==> src/hdl/etc_pkg.sv <==
// ============================================================================
// Encoder turn controller package
// Shared widths, codes, state type and unit status type.
// ============================================================================
package etc_pkg;

    localparam int TGT_W      = 26;
    localparam int ANG_W      = 11;
    localparam int PWM_W      = 7;
    localparam int CPD_W      = 16;
    localparam int MODE_W     = 2;
    localparam int PWR_W      = 8;
    localparam int OUT_DATA_W = 24;

    localparam int MUL_A_W    = 26;
    localparam int MUL_B_W    = 11;
    localparam int MUL_P_W    = MUL_A_W + MUL_B_W;
    localparam int DIV_N_W    = 33;
    localparam int DIV_Q_W    = 7;

    localparam int CFG_ADDR_W = 3;
    localparam int CFG_DATA_W = 16;

    localparam logic [CFG_ADDR_W-1:0] CFG_TURN_ANGLE = 3'd0;
    localparam logic [CFG_ADDR_W-1:0] CFG_CLOCKWISE  = 3'd1;
    localparam logic [CFG_ADDR_W-1:0] CFG_BASE_PWM   = 3'd2;
    localparam logic [CFG_ADDR_W-1:0] CFG_MIN_PWM    = 3'd3;
    localparam logic [CFG_ADDR_W-1:0] CFG_CPD        = 3'd4;
    localparam logic [CFG_ADDR_W-1:0] CFG_TURN_MODE  = 3'd5;

    localparam logic [MODE_W-1:0] MODE_SPIN      = 2'd0;
    localparam logic [MODE_W-1:0] MODE_PIVOT_FWD = 2'd1;
    localparam logic [MODE_W-1:0] MODE_PIVOT_BWD = 2'd2;

    localparam logic OP_START = 1'b0;
    localparam logic OP_TICK  = 1'b1;

    localparam logic [ANG_W-1:0] ANGLE_RST     = 11'd90;
    localparam logic             CLOCKWISE_RST = 1'b1;
    localparam logic [PWM_W-1:0] BASE_PWM_RST  = 7'd50;
    localparam logic [PWM_W-1:0] MIN_PWM_RST   = 7'd10;
    localparam logic [CPD_W-1:0] CPD_RST       = 16'd256;
    localparam logic [MODE_W-1:0] MODE_RST     = 2'd0;

    localparam logic [PWR_W-1:0] PWR_ONE       = 8'h01;
    localparam logic [PWR_W-1:0] PWR_MINUS_ONE = 8'hFF;

    typedef enum logic [2:0] {
        ST_IDLE,
        ST_TGT_MUL,
        ST_EVAL,
        ST_L_MUL,
        ST_L_DIV,
        ST_R_MUL,
        ST_R_DIV,
        ST_OUT
    } etc_state_t;

    typedef struct packed {
        logic busy;
        logic done;
    } etc_sts_t;

endpackage

==> src/hdl/etc_mul.sv <==
// ============================================================================
// Encoder turn controller shift-add multiplier
// Unsigned multiply, one multiplier bit per cycle.
// ============================================================================
module etc_mul
(
    input  logic                         clk,
    input  logic                         rst_n,
    input  logic                         start,
    input  logic [etc_pkg::MUL_A_W-1:0]  a,
    input  logic [etc_pkg::MUL_B_W-1:0]  b,
    output logic [etc_pkg::MUL_P_W-1:0]  product,
    output etc_pkg::etc_sts_t            sts
);

    localparam int CNT_W = $clog2(etc_pkg::MUL_B_W);
    localparam logic [CNT_W-1:0] CNT_LAST = CNT_W'(etc_pkg::MUL_B_W - 1);

    logic                         busy_reg;
    logic                         done_reg;
    logic [CNT_W-1:0]             cnt_reg;
    logic [etc_pkg::MUL_P_W-1:0]  acc_reg;
    logic [etc_pkg::MUL_P_W-1:0]  acc_next;
    logic [etc_pkg::MUL_P_W-1:0]  a_sh_reg;
    logic [etc_pkg::MUL_B_W-1:0]  b_sh_reg;

    always_comb
    begin
        acc_next = acc_reg;
        if (b_sh_reg[0])
        begin
            acc_next = acc_reg + a_sh_reg;
        end
    end

    always_ff @(posedge clk or negedge rst_n)
    begin
        if (!rst_n)
        begin
            busy_reg <= 1'b0;
            done_reg <= 1'b0;
            cnt_reg  <= '0;
        end
        else
        begin
            done_reg <= busy_reg && (cnt_reg == '0);
            if (start)
            begin
                busy_reg <= 1'b1;
                cnt_reg  <= CNT_LAST;
            end
            else if (busy_reg)
            begin
                cnt_reg <= cnt_reg - 1'b1;
                if (cnt_reg == '0)
                begin
                    busy_reg <= 1'b0;
                end
            end
        end
    end

    always_ff @(posedge clk)
    begin
        if (start)
        begin
            acc_reg  <= '0;
            a_sh_reg <= etc_pkg::MUL_P_W'(a);
            b_sh_reg <= b;
        end
        else if (busy_reg)
        begin
            acc_reg  <= acc_next;
            a_sh_reg <= a_sh_reg << 1;
            b_sh_reg <= b_sh_reg >> 1;
        end
    end

    assign product  = acc_reg;
    assign sts.busy = busy_reg;
    assign sts.done = done_reg;

endmodule

==> src/hdl/etc_div.sv <==
// ============================================================================
// Encoder turn controller restoring divider
// Unsigned divide, one quotient bit per cycle, most significant bit first.
// ============================================================================
module etc_div
(
    input  logic                         clk,
    input  logic                         rst_n,
    input  logic                         start,
    input  logic [etc_pkg::DIV_N_W-1:0]  dividend,
    input  logic [etc_pkg::TGT_W-1:0]    divisor,
    output logic [etc_pkg::DIV_Q_W-1:0]  quotient,
    output etc_pkg::etc_sts_t            sts
);

    localparam int CNT_W = $clog2(etc_pkg::DIV_Q_W);
    localparam logic [CNT_W-1:0] CNT_LAST = CNT_W'(etc_pkg::DIV_Q_W - 1);

    logic                         busy_reg;
    logic                         done_reg;
    logic [CNT_W-1:0]             cnt_reg;
    logic [etc_pkg::DIV_N_W-1:0]  rem_reg;
    logic [etc_pkg::DIV_N_W-1:0]  rem_next;
    logic [etc_pkg::DIV_N_W-1:0]  dsh_reg;
    logic [etc_pkg::DIV_Q_W-1:0]  q_reg;
    logic                         fits;

    always_comb
    begin
        fits     = rem_reg >= dsh_reg;
        rem_next = rem_reg;
        if (fits)
        begin
            rem_next = rem_reg - dsh_reg;
        end
    end

    always_ff @(posedge clk or negedge rst_n)
    begin
        if (!rst_n)
        begin
            busy_reg <= 1'b0;
            done_reg <= 1'b0;
            cnt_reg  <= '0;
        end
        else
        begin
            done_reg <= busy_reg && (cnt_reg == '0);
            if (start)
            begin
                busy_reg <= 1'b1;
                cnt_reg  <= CNT_LAST;
            end
            else if (busy_reg)
            begin
                cnt_reg <= cnt_reg - 1'b1;
                if (cnt_reg == '0)
                begin
                    busy_reg <= 1'b0;
                end
            end
        end
    end

    always_ff @(posedge clk)
    begin
        if (start)
        begin
            rem_reg <= dividend;
            dsh_reg <= etc_pkg::DIV_N_W'(divisor) << (etc_pkg::DIV_Q_W - 1);
            q_reg   <= '0;
        end
        else if (busy_reg)
        begin
            rem_reg <= rem_next;
            dsh_reg <= dsh_reg >> 1;
            q_reg   <= {q_reg[etc_pkg::DIV_Q_W-2:0], fits};
        end
    end

    assign quotient = q_reg;
    assign sts.busy = busy_reg;
    assign sts.done = done_reg;

endmodule

==> src/hdl/encoder_turn_controller_top.sv <==
// ============================================================================
// Encoder turn controller
// Turns a two-wheel robot from encoder samples in spin or pivot modes.
// ============================================================================
//  Channel  | Signals                           | Transaction
//  ---------+-----------------------------------+------------------------------
//  s_axis   | s_tvalid s_tready s_tdata s_tuser | start or tick with counts
//  m_axis   | m_tvalid m_tready m_tdata         | power commands and flags
//  cfg      | cfg_we cfg_addr cfg_wdata         | register write, no wait
//
//  A spin tick with both wheels running uses a shared 11-step shift-add
//  multiplier and a 7-step restoring divider, run once per wheel. A spin
//  tick with one wheel running runs them once, a start runs the multiplier
//  once for the target, and pivot, finishing and idle ticks use neither.
//  One transaction is in work at a time; the output register lets the next
//  transaction in while a result waits. Reset clears the turn state and loads
//  the register defaults.
// ============================================================================
module encoder_turn_controller_top
#(
    parameter int COUNT_BITS = 24
)
(
    input  logic                                   clk,
    input  logic                                   rst_n,
    input  logic                                   s_tvalid,
    output logic                                   s_tready,
    // left_count, right_count
    input  logic [((2*COUNT_BITS+7)/8)*8-1:0]      s_tdata,
    // op
    input  logic                                   s_tuser,
    output logic                                   m_tvalid,
    input  logic                                   m_tready,
    // left_power, right_power, reset_counts, stop_motors, busy_res
    output logic [etc_pkg::OUT_DATA_W-1:0]         m_tdata,
    input  logic                                   cfg_we,
    input  logic [etc_pkg::CFG_ADDR_W-1:0]         cfg_addr,
    input  logic [etc_pkg::CFG_DATA_W-1:0]         cfg_wdata
);

    localparam int SP_W  = (COUNT_BITS + 8 > etc_pkg::TGT_W) ?
                           COUNT_BITS + 8 : etc_pkg::TGT_W;
    localparam int AVE_W = etc_pkg::TGT_W - 8;
    localparam int CMP_W = (COUNT_BITS > AVE_W) ? COUNT_BITS : AVE_W;

    logic [etc_pkg::ANG_W-1:0]   angle_reg;
    logic                        cw_reg;
    logic [etc_pkg::PWM_W-1:0]   base_reg;
    logic [etc_pkg::PWM_W-1:0]   min_reg;
    logic [etc_pkg::CPD_W-1:0]   cpd_reg;
    logic [etc_pkg::MODE_W-1:0]  mode_reg;

    etc_pkg::etc_state_t         state_reg;
    etc_pkg::etc_state_t         state_next;

    logic [etc_pkg::TGT_W-1:0]   tgt_reg;
    logic                        l_run_reg;
    logic                        r_run_reg;
    logic                        active_reg;
    logic [COUNT_BITS-1:0]       lc_reg;
    logic [COUNT_BITS-1:0]       rc_reg;
    logic [etc_pkg::PWR_W-1:0]   res_lp_reg;
    logic [etc_pkg::PWR_W-1:0]   res_rp_reg;
    logic                        res_rst_reg;
    logic                        res_stp_reg;
    logic                        m_valid_reg;
    logic [etc_pkg::OUT_DATA_W-1:0] m_data_reg;

    logic                        accept;
    logic [COUNT_BITS-1:0]       l_raw;
    logic [COUNT_BITS-1:0]       r_raw;
    logic [COUNT_BITS-1:0]       l_abs;
    logic [COUNT_BITS-1:0]       r_abs;
    logic [etc_pkg::ANG_W-1:0]   ang_abs;
    logic [SP_W-1:0]             tgt_ext;
    logic [SP_W-1:0]             l_scaled;
    logic [SP_W-1:0]             r_scaled;
    logic [SP_W-1:0]             l_diff;
    logic [SP_W-1:0]             r_diff;
    logic                        l_run_new;
    logic                        r_run_new;
    logic [COUNT_BITS:0]         cnt_sum;
    logic                        pv_done;
    logic                        is_pivot;
    logic [etc_pkg::PWR_W-1:0]   base_pos;
    logic [etc_pkg::PWR_W-1:0]   base_neg;
    logic [etc_pkg::PWM_W-1:0]   mag;
    logic [etc_pkg::PWR_W-1:0]   mag_pos;
    logic [etc_pkg::PWR_W-1:0]   mag_neg;

    logic                        mul_start;
    logic [etc_pkg::MUL_A_W-1:0] mul_a;
    logic [etc_pkg::MUL_B_W-1:0] mul_b;
    logic [etc_pkg::MUL_P_W-1:0] mul_p;
    etc_pkg::etc_sts_t           mul_sts;
    logic                        div_start;
    logic [etc_pkg::DIV_Q_W-1:0] div_q;
    etc_pkg::etc_sts_t           div_sts;
    logic                        load_out;

    etc_mul u_mul
    (
        .clk     (clk),
        .rst_n   (rst_n),
        .start   (mul_start),
        .a       (mul_a),
        .b       (mul_b),
        .product (mul_p),
        .sts     (mul_sts)
    );

    etc_div u_div
    (
        .clk      (clk),
        .rst_n    (rst_n),
        .start    (div_start),
        .dividend (mul_p[etc_pkg::DIV_N_W-1:0]),
        .divisor  (tgt_reg),
        .quotient (div_q),
        .sts      (div_sts)
    );

    always_ff @(posedge clk or negedge rst_n)
    begin
        if (!rst_n)
        begin
            angle_reg <= etc_pkg::ANGLE_RST;
            cw_reg    <= etc_pkg::CLOCKWISE_RST;
            base_reg  <= etc_pkg::BASE_PWM_RST;
            min_reg   <= etc_pkg::MIN_PWM_RST;
            cpd_reg   <= etc_pkg::CPD_RST;
            mode_reg  <= etc_pkg::MODE_RST;
        end
        else if (cfg_we)
        begin
            unique case (cfg_addr)
                etc_pkg::CFG_TURN_ANGLE: angle_reg <= cfg_wdata[etc_pkg::ANG_W-1:0];
                etc_pkg::CFG_CLOCKWISE:  cw_reg    <= cfg_wdata[0];
                etc_pkg::CFG_BASE_PWM:   base_reg  <= cfg_wdata[etc_pkg::PWM_W-1:0];
                etc_pkg::CFG_MIN_PWM:    min_reg   <= cfg_wdata[etc_pkg::PWM_W-1:0];
                etc_pkg::CFG_CPD:        cpd_reg   <= cfg_wdata[etc_pkg::CPD_W-1:0];
                etc_pkg::CFG_TURN_MODE:  mode_reg  <= cfg_wdata[etc_pkg::MODE_W-1:0];
                default:
                begin
                end
            endcase
        end
    end

    always_comb
    begin
        accept   = s_tvalid && s_tready;
        l_raw    = s_tdata[COUNT_BITS-1:0];
        r_raw    = s_tdata[2*COUNT_BITS-1:COUNT_BITS];
        l_abs    = l_raw[COUNT_BITS-1] ? (~l_raw + COUNT_BITS'(1)) : l_raw;
        r_abs    = r_raw[COUNT_BITS-1] ? (~r_raw + COUNT_BITS'(1)) : r_raw;
        ang_abs  = angle_reg[etc_pkg::ANG_W-1] ?
                   (~angle_reg + etc_pkg::ANG_W'(1)) : angle_reg;

        tgt_ext  = SP_W'(tgt_reg);
        l_scaled = SP_W'({lc_reg, 8'h00});
        r_scaled = SP_W'({rc_reg, 8'h00});
        l_diff   = tgt_ext - l_scaled;
        r_diff   = tgt_ext - r_scaled;
        l_run_new = l_run_reg && (l_scaled < tgt_ext);
        r_run_new = r_run_reg && (r_scaled < tgt_ext);

        cnt_sum  = (COUNT_BITS+1)'(lc_reg) + (COUNT_BITS+1)'(rc_reg);
        pv_done  = CMP_W'(cnt_sum[COUNT_BITS:1]) >=
                   CMP_W'(tgt_reg[etc_pkg::TGT_W-1:8]);
        is_pivot = (mode_reg == etc_pkg::MODE_PIVOT_FWD) ||
                   (mode_reg == etc_pkg::MODE_PIVOT_BWD);

        base_pos = {1'b0, base_reg};
        base_neg = ~base_pos + etc_pkg::PWR_ONE;
        mag      = (div_q >= min_reg) ? div_q : min_reg;
        mag_pos  = {1'b0, mag};
        mag_neg  = ~mag_pos + etc_pkg::PWR_ONE;
    end

    always_comb
    begin
        state_next = state_reg;
        unique case (state_reg)
            etc_pkg::ST_IDLE:
            begin
                if (accept)
                begin
                    if (s_tuser == etc_pkg::OP_START)
                    begin
                        state_next = etc_pkg::ST_TGT_MUL;
                    end
                    else if (!active_reg)
                    begin
                        state_next = etc_pkg::ST_OUT;
                    end
                    else
                    begin
                        state_next = etc_pkg::ST_EVAL;
                    end
                end
            end
            etc_pkg::ST_TGT_MUL:
            begin
                if (mul_sts.done)
                begin
                    state_next = etc_pkg::ST_OUT;
                end
            end
            etc_pkg::ST_EVAL:
            begin
                if (is_pivot)
                begin
                    state_next = etc_pkg::ST_OUT;
                end
                else if (l_run_new)
                begin
                    state_next = etc_pkg::ST_L_MUL;
                end
                else if (r_run_new)
                begin
                    state_next = etc_pkg::ST_R_MUL;
                end
                else
                begin
                    state_next = etc_pkg::ST_OUT;
                end
            end
            etc_pkg::ST_L_MUL:
            begin
                if (mul_sts.done)
                begin
                    state_next = etc_pkg::ST_L_DIV;
                end
            end
            etc_pkg::ST_L_DIV:
            begin
                if (div_sts.done)
                begin
                    state_next = r_run_reg ? etc_pkg::ST_R_MUL : etc_pkg::ST_OUT;
                end
            end
            etc_pkg::ST_R_MUL:
            begin
                if (mul_sts.done)
                begin
                    state_next = etc_pkg::ST_R_DIV;
                end
            end
            etc_pkg::ST_R_DIV:
            begin
                if (div_sts.done)
                begin
                    state_next = etc_pkg::ST_OUT;
                end
            end
            etc_pkg::ST_OUT:
            begin
                if (!m_valid_reg || m_tready)
                begin
                    state_next = etc_pkg::ST_IDLE;
                end
            end
            default:
            begin
                state_next = etc_pkg::ST_IDLE;
            end
        endcase
    end

    always_comb
    begin
        s_tready  = 1'b0;
        mul_start = 1'b0;
        mul_a     = l_diff[etc_pkg::MUL_A_W-1:0];
        mul_b     = etc_pkg::MUL_B_W'(base_reg);
        div_start = 1'b0;
        load_out  = 1'b0;
        unique case (state_reg)
            etc_pkg::ST_IDLE:
            begin
                s_tready  = 1'b1;
                mul_start = accept && (s_tuser == etc_pkg::OP_START);
                mul_a     = etc_pkg::MUL_A_W'(cpd_reg);
                mul_b     = ang_abs;
            end
            etc_pkg::ST_EVAL:
            begin
                mul_start = !is_pivot && (l_run_new || r_run_new);
                mul_a     = l_run_new ? l_diff[etc_pkg::MUL_A_W-1:0] :
                                        r_diff[etc_pkg::MUL_A_W-1:0];
            end
            etc_pkg::ST_L_MUL, etc_pkg::ST_R_MUL:
            begin
                div_start = mul_sts.done;
            end
            etc_pkg::ST_L_DIV:
            begin
                mul_start = div_sts.done && r_run_reg;
                mul_a     = r_diff[etc_pkg::MUL_A_W-1:0];
            end
            etc_pkg::ST_OUT:
            begin
                load_out = !m_valid_reg || m_tready;
            end
            default:
            begin
            end
        endcase
    end

    always_ff @(posedge clk or negedge rst_n)
    begin
        if (!rst_n)
        begin
            state_reg   <= etc_pkg::ST_IDLE;
            tgt_reg     <= '0;
            l_run_reg   <= 1'b0;
            r_run_reg   <= 1'b0;
            active_reg  <= 1'b0;
            m_valid_reg <= 1'b0;
        end
        else
        begin
            state_reg <= state_next;
            if (state_reg == etc_pkg::ST_TGT_MUL && mul_sts.done)
            begin
                tgt_reg    <= mul_p[etc_pkg::TGT_W-1:0];
                l_run_reg  <= 1'b1;
                r_run_reg  <= 1'b1;
                active_reg <= 1'b1;
            end
            if (state_reg == etc_pkg::ST_EVAL)
            begin
                if (is_pivot)
                begin
                    if (pv_done)
                    begin
                        active_reg <= 1'b0;
                    end
                end
                else
                begin
                    l_run_reg <= l_run_new;
                    r_run_reg <= r_run_new;
                    if (!l_run_new && !r_run_new)
                    begin
                        active_reg <= 1'b0;
                    end
                end
            end
            if (load_out)
            begin
                m_valid_reg <= 1'b1;
            end
            else if (m_tready)
            begin
                m_valid_reg <= 1'b0;
            end
        end
    end

    always_ff @(posedge clk)
    begin
        if (accept)
        begin
            lc_reg      <= l_abs;
            rc_reg      <= r_abs;
            res_lp_reg  <= '0;
            res_rp_reg  <= '0;
            res_rst_reg <= (s_tuser == etc_pkg::OP_START);
            res_stp_reg <= 1'b0;
        end
        if (state_reg == etc_pkg::ST_EVAL)
        begin
            if (is_pivot)
            begin
                if (pv_done)
                begin
                    res_stp_reg <= 1'b1;
                end
                else if (mode_reg == etc_pkg::MODE_PIVOT_FWD)
                begin
                    res_lp_reg <= cw_reg ? base_pos : etc_pkg::PWR_MINUS_ONE;
                    res_rp_reg <= cw_reg ? etc_pkg::PWR_MINUS_ONE : base_pos;
                end
                else
                begin
                    res_lp_reg <= cw_reg ? etc_pkg::PWR_ONE : base_neg;
                    res_rp_reg <= cw_reg ? base_neg : etc_pkg::PWR_ONE;
                end
            end
            else if (!l_run_new && !r_run_new)
            begin
                res_stp_reg <= 1'b1;
            end
        end
        if (state_reg == etc_pkg::ST_L_DIV && div_sts.done)
        begin
            res_lp_reg <= cw_reg ? mag_pos : mag_neg;
        end
        if (state_reg == etc_pkg::ST_R_DIV && div_sts.done)
        begin
            res_rp_reg <= cw_reg ? mag_neg : mag_pos;
        end
        if (load_out)
        begin
            m_data_reg <= {5'b00000, active_reg, res_stp_reg, res_rst_reg,
                           res_rp_reg, res_lp_reg};
        end
    end

    assign m_tvalid = m_valid_reg;
    assign m_tdata  = m_data_reg;

`ifndef SYNTHESIS
    a_units_exclusive: assert property (@(posedge clk) disable iff (!rst_n)
        !(mul_sts.busy && div_sts.busy))
        else $error("multiplier and divider busy together");

    a_left_div_running: assert property (@(posedge clk) disable iff (!rst_n)
        (state_reg == etc_pkg::ST_L_DIV) |-> l_run_reg)
        else $error("left wheel divided while stopped");

    a_stop_not_busy: assert property (@(posedge clk) disable iff (!rst_n)
        (m_valid_reg && m_data_reg[17]) |-> !m_data_reg[18])
        else $error("stop reported while turn still busy");

    a_start_zero_power: assert property (@(posedge clk) disable iff (!rst_n)
        (m_valid_reg && m_data_reg[16]) |-> (m_data_reg[15:0] == 16'h0000))
        else $error("start result carries motor power");
`endif

endmodule
==> config.mk <==
export PLATFORM = sky130hd
export DESIGN_NAME = encoder_turn_controller_top
export DESIGN_NICKNAME = d
export VERILOG_FILES = /design/src/hdl/etc_pkg.sv /design/src/hdl/etc_mul.sv /design/src/hdl/etc_div.sv /design/src/hdl/encoder_turn_controller_top.sv
export SDC_FILE = /design/constraint.sdc
export NUM_CORES = 1
export LEC_CHECK = 0
export BUFFER_PORTS_ARGS = -buffer_cell sky130_fd_sc_hd__buf_2
export CAP_MARGIN = 0
export CORE_ASPECT_RATIO = 0.9
export CORE_UTILIZATION = 55
export DETAILED_ROUTE_END_ITERATION = 10
export PLACE_DENSITY = 0.73
export SLEW_MARGIN = 10
export SYNTH_ARGS = -nofsm -noshare
export SYNTH_HDL_FRONTEND = slang
export SYNTH_SLANG_ARGS = --single-unit
export TNS_END_PERCENT = 30
==> constraint.sdc <==
create_clock -name clk -period 7.4 [get_ports clk]
set_input_delay 1.11 -clock clk [delete_from_list [all_inputs] [get_ports clk]]
set_output_delay 1.11 -clock clk [all_outputs]
set_load 0.05 [all_outputs]
==> run metrics, run 1 <==
count of pins over their slew limit=0; FF/Latch Area=8540 sq um; setup TNS=0 ns; placed instance area=22400 sq um; post-synth top area share=0.230; total grt overflow=0; crit path max fanout=18; crit path capture type=register; cells along the critical path=ha_1 > a2111oi_1 > a21boi_1 > a21oi_2 > nand2_1 > a21o_1 > a21oi_1 > xnor2_1 > ha_1 > nand2_1 > o2111ai_1 > a311oi_2 > o2111ai_1 > a31oi_1 > o21ai_1 > a2111oi_2 > or4b_1 > and3_1 > a211o_1; PostCTS Resize Cnt=0; Vias=17500; largest net degree at the start of global routing=87; Pleak=9.84 nW; outcome=complete, no violations; switching power=2.89 mW; clk_lat worst skew=0.53 ns; Clk pwr share=0.242; most common cell in the synthesized netlist=nor2_1; diode count=0; switching part of the total=0.383; Top FF cell, synth=edfxtp_1; RSZ-0062 raised after global routing=false; Slew headroom=0.190; FF-to-FF End=res_lp_reg[3]$_DFF_P_; fillcell total=3280; worst r2r path cells=19; DR vias/cell=6.05; vias in the first global route=16900; Detailed Routing Iterations Pass 1=5; Comb power frac=0.390; Max Cap Viol=0; Power per Cell Area=320 nW/um^2; Post-Syn Area=21400 sq um; Multi-input gate area=12100 sq um; final setup violation count=0; crit path kind=reg2reg; crit path DAT=6.25 ns; Tmin final=5.82 ns; total die area=39800 sq um; first-pass GRT wire length=92.2 mm; TritonCTS buffer count=35; cells after synthesis=2287; CTS tree=yes; antenna violations before repair=1; Finished Core Util=0.614; Sink Count=322; post-synth cell types=88; postcts setup bufs=0; maximum VDD drop=0.248 mV; nets=2616; Crit-path slowest cell=or4b_1; post-synthesis sequential area ratio=0.398; PortBufs=93; clock slew at reported path FFs=0.06 ns; endpoints failing hold=0; Critical Path RT=7.82 ns; Final Cell Area=23500 sq um; Post-synth top cells=nor2_1, nand2_1, ha_1; final WL=57.6 mm; Global Route Usage Sum=0.291; post-synth top area cell=edfxtp_1; # hold bufs at CTS=0; Fin Clk Skew=0.0146 ns; Die Ht=189 microns; Yosys warning count=0; Layout Area Growth over Synthesis=9.82%; GPL Wtd Cong=0.934; fmax=0.172 GHz; Min Hold Slack=0.421 ns; CTS Buffer Depth=3; layout cells sized above 1=0.107; Boundary Pins=99; Initial Utilization=0.559; die width=210 microns; worst min-delay path class=in2async; Reg power frac=0.368; Max stage delay on crit path=0.82 ns; placed cell count=2837; Post-synth EDFFs=164; DRC=0; Iteration-0 DRC Markers=1475; CTS root buffer=clkbuf_16; Tcrit/Tclk final=0.787; core area=38400 sq um; ys async rst share=0.273; Core Rows=68; non-filler instance count after layout=2899; DP HPWL=42.9 mm; Post-DRT Antenna Nets=0; Startpoint Class=register; reg-to-reg startpoint=lc_reg[13]$_DFFE_PP_; H-tree Lvls=2; wire length per cell=19.9 microns; R2R setup slack=1.58 ns; Worst-Margin Slew=1.21 ns; Int Power=4.66 mW; Mapped Avg Cell Area=9.37 sq um; Yosys reg bits=322; Area contributors post-synth=edfxtp_1, ha_1, dfrtp_1
[through the flow]
step,setup WS (ns),power [mW]
5_1_grt,1.27,8.01
3_3_place_gp,1.80,5.58
4_1_cts,1.64,7.52
6_report,1.58,7.55
2_1_floorplan,2.16,4.92
3_5_place_dp,1.64,5.67
[power groups by stage]
stage	Combinational, mW	Clock [mW]	Sequential (mW)
after CTS	2.91	1.84	2.77
final	2.95	1.82	2.78
after global placement	2.80	0	2.78
after floorplan	2.18	0	2.74
after detailed placement	2.88	0	2.79
after global routing	3.27	1.91	2.82
[worst max-delay path: cells and delay by family (launching register included)]
family	cells	cell delay (ns)
AO/OA/AOI/OAI	12	3.04
adder cells (fa/ha/maj)	2	0.69
XOR/XNOR	1	0.14
AND/OR/NAND/NOR	4	1.43
flip-flops	1	0.41
[logic make-up (layout without fill, tap and decap cells)]
| family | count (synthesis) | count (layout) | share of synthesized area |
|---|---|---|---|
| buffers and inverters | 228 | 311 | 0.0418 |
| AND/OR/NAND/NOR | 658 | 658 | 0.144 |
| adder cells (fa/ha/maj) | 194 | 194 | 0.115 |
| AO/OA/AOI/OAI | 633 | 633 | 0.190 |
| other | 1 | 5 | 0.000175 |
| multiplexers | 88 | 88 | 0.0444 |
| XOR/XNOR | 163 | 163 | 0.0666 |
| flip-flops | 322 | 322 | 0.398 |
[cells in the final DEF, fill, tap and decap left out, drive strengths merged, types with 13 or more instances in the layout]
cell type / synthesis / routed
nand2b: 33 / 33
clkbuf: 72 / 46
ha: 189 / 189
a21oi: 180 / 180
or3: 16 / 16
nor2: 210 / 210
xnor2: 118 / 118
a31oi: 23 / 23
a21o: 74 / 74
nand4: 17 / 17
edfxtp: 164 / 164
xor2: 45 / 45
o21ai: 149 / 149
dfrtp: 77 / 77
dfxtp: 70 / 70
mux2: 54 / 54
buf: 15 / 108
o211ai: 13 / 13
nor2b: 23 / 23
nor4: 15 / 15
nand3: 57 / 57
nand2: 191 / 191
and3: 19 / 19
nor3: 27 / 27
mux2i: 34 / 34
inv: 139 / 140
o31ai: 30 / 30
a211oi: 27 / 27
[how the worst max path moves through the flow]
stage / start / end / slack (ns)
detailed placement: lc_reg[13]$_DFFE_PP_ / res_lp_reg[3]$_DFF_P_ / 1.64
finish: lc_reg[13]$_DFFE_PP_ / res_lp_reg[3]$_DFF_P_ / 1.58
global placement: lc_reg[13]$_DFFE_PP_ / res_lp_reg[3]$_DFF_P_ / 1.80
floorplan: u_div.dsh_reg[1]$_SDFFE_PP0P_ / u_div.rem_reg[0]$_DFFE_PP_ / 2.16
CTS: lc_reg[13]$_DFFE_PP_ / res_lp_reg[3]$_DFF_P_ / 1.64
global route: rc_reg[13]$_DFFE_PP_ / res_lp_reg[3]$_DFF_P_ / 1.27
[layout make-up]
class                      instances  area share
clock buffer                      46      0.0394
clock inverter                    16     0.00972
inverter                         141      0.0225
multi-input combinational       1741       0.513
sequential                       322       0.363
tap                              525      0.0279
timing repair buffer             108      0.0247
[layer usage]
| metal | up-vias | GRT usage | wire length [microns] | part of all wire |
|---|---|---|---|---|
| li1 | 8411 | - | - | - |
| met1 | 8525 | 0.425 | 27300 | 0.47 |
| met2 | 540 | 0.462 | 25900 | 0.45 |
| met3 | 68 | 0.0385 | 3430 | 0.060 |
| met4 | 2 | 0.0620 | 932 | 0.016 |
| met5 | - | 0 | 15 | 0.00026 |
Power figures use the tool's default switching activity.
==> inputs of run 2 (changes only) <==
Settings changed: PLACE_DENSITY 0.73 to 0.75.
Clock period 7.4 ns to 4.69 ns, I/O delays scaled along.
==> run 2 against run 1 <==
Compared with the run above: the run now ends with negative setup slack left; fmax up 19%; largest power group unchanged; clock skew up 0.0020 ns; register-to-register slack worse by 1.8 ns; cell count up 3.5%; utilization up 2.5 points; critical endpoint is now res_lp_reg[0]$_DFF_P_.
==> run metrics, run 2 (synthesis results as in run 1) <==
outcome=complete, but fails checks; failing checks=negative setup slack; antenna violations before repair=0; Initial Utilization=0.559; Clk pwr share=0.234; worst min-delay path class=in2async; Int Power=7.34 mW; Max stage delay on crit path=0.58 ns; maximum VDD drop=0.373 mV; diode count=0; clock slew at reported path FFs=0.06 ns; Power per Cell Area=491 nW/um^2; Comb power frac=0.406; total die area=39800 sq um; most frequent cells in the layout=nor2_1, nand2_1, ha_1; # hold bufs at CTS=0; wire length per cell=19.1 microns; FF-to-FF End=res_lp_reg[0]$_DFF_P_; GPL Wtd Cong=0.900; crit path kind=reg2reg; largest net degree at the start of global routing=87; Final Cell Area=24500 sq um; setup ws final=-0.212 ns; DRC=0; Max Cap Viol=0; nets=2715; clk_lat worst skew=0.54 ns; Critical Path RT=5.14 ns; die width=210 microns; final WL=57.3 mm; switching part of the total=0.389; CTS tree=yes; Startpoint Class=register; vias in the first global route=17100; crit path capture type=register; reg-to-reg startpoint=rc_reg[1]$_DFFE_PP_; GRT met2 Usage=0.457; first-pass GRT wire length=91.5 mm; CP startpoint=rc_reg[1]$_DFFE_PP_; R2R setup slack=-0.21 ns; layout cells sized above 1=0.157; crit path DAT=5.35 ns; endpoints failing hold=0; total grt overflow=0; Pleak=10.4 nW; fmax=0.204 GHz; Boundary Pins=99; Iteration-0 DRC Markers=1554; Post-DRT Antenna Nets=0; Global Route Usage Sum=0.289; crit path capture=res_lp_reg[0]$_DFF_P_; Crit-path slowest cell=or4b_4; most common cell after layout, fill and taps aside=nor2_1; Sink Count=322; Detailed Routing Iterations Pass 1=6; Worst-Margin Slew=1.21 ns; GRT busiest layer=met2; placed instance area=23100 sq um; Placement Setup Slack=-0.449 ns; cells along the critical path=buf_6 > ha_4 > a31o_4 > a21oi_2 > o211a_1 > a21oi_2 > a221o_1 > buf_4 > xor2_2 > ha_1 > nand2_1 > o21ai_1 > a311oi_2 > o2111ai_1 > a31oi_1 > o21ai_1 > a2111oi_2 > or4b_4 > buf_6 > mux2_4 > mux2i_1; CTS Buffer Depth=3; met1 Use GR=0.420; RSZ-0062 raised after global routing=true; Fin Clk Skew=0.0166 ns; CTS root buffer=clkbuf_16; final setup violation count=14; worst r2r path cells=21; count of pins over their slew limit=0; Tcrit/Tclk final=1.05; met3 usage=0.0330; Reg power frac=0.360; total chip power=12.0 mW; Core Rows=68; H-tree Lvls=2; DP HPWL=42.8 mm; core area=38400 sq um; switching power=4.68 mW; PortBufs=93; crit path max fanout=8; TritonCTS buffer count=37; Vias=18000; Tmin final=4.90 ns; Finished Core Util=0.638; Slew headroom=0.186; Layout Area Growth over Synthesis=14.3%; Die Ht=189 microns; DR vias/cell=5.99
-- run 2: cell count changes in the layout (fill, tap and decap cells not counted), sizes merged --
cell and delta:
buf +97, bufinv -5, clkbuf -5, clkinv +9, clkinvlp +4, inv +2
-- run 2: critical path, delay by kind of cell, from the launching register on --
kind	cells	cell delay, ns
AO/OA/AOI/OAI	11	2.18
buffers and inverters	3	0.48
multiplexers	2	0.44
flip-flops	1	0.43
AND/OR/NAND/NOR	2	0.68
adder cells (fa/ha/maj)	2	0.46
XOR/XNOR	1	0.14
-- run 2: layout make-up --
| cell class | instances | area, sq um |
|---|---|---|
| Multi-Input combinational cell | 1741 | 12200 |
| Clock inverter | 26 | 199 |
| Inverter | 141 | 529 |
| Tap cell | 525 | 657 |
| Timing Repair Buffer | 205 | 1360 |
| Fill cell | 3176 | 13900 |
| Sequential cell | 322 | 8540 |
| Clock buffer | 41 | 982 |
-- run 2: metal layers --
layer	wire [microns]	vias up
met3	3450	84
met5	0	-
met2	25700	579
met4	1190	0
li1	-	8635
met1	27000	8668
-- run 2: what timing repair did --
item,CTS,global route
setup buffers,5,3
endpoints found under the setup margin,18,18
resized for setup,29,5
pin swaps,29,16
-- run 2: how the worst min path moves through the flow --
| stage | from | endpoint | cells past startpoint |
|---|---|---|---|
| after floorplan | res_rst_reg$_DFFE_PP_ | m_tdata[16]$_DFFE_PP_ | 0 |
| after global placement | res_rp_reg[4]$_DFF_P_ | m_tdata[12]$_DFFE_PP_ | 0 |
| after detailed placement | res_rst_reg$_DFFE_PP_ | m_tdata[16]$_DFFE_PP_ | 0 |
| after CTS | rst_n | mode_reg[0]$_DFFE_PN0P_ | 1 |
| after global routing | rst_n | mode_reg[0]$_DFFE_PN0P_ | 1 |
| final | rst_n | mode_reg[0]$_DFFE_PN0P_ | 1 |
-- run 2: power groups by stage --
stage                     registers, mW  logic [mW]  clock network [mW]
after global routing               4.41        5.37                2.96
after floorplan                    4.32        3.45                   0
final                              4.33        4.88                2.81
after detailed placement           4.35        4.73                   0
after CTS                          4.31        4.82                2.85
after global placement             4.34        4.57                   0
-- run 2: metrics by stage --
step	hold slack, ns	setup TNS [ns]	cells
global route	0.355	-5.20	3001
floorplan	0.400	-0.00740	2291
detailed placement	0.406	-5.72	2927
CTS	0.306	-2.76	2999
global placement	0.424	-3.96	2927
finish	0.282	-1.88	3001
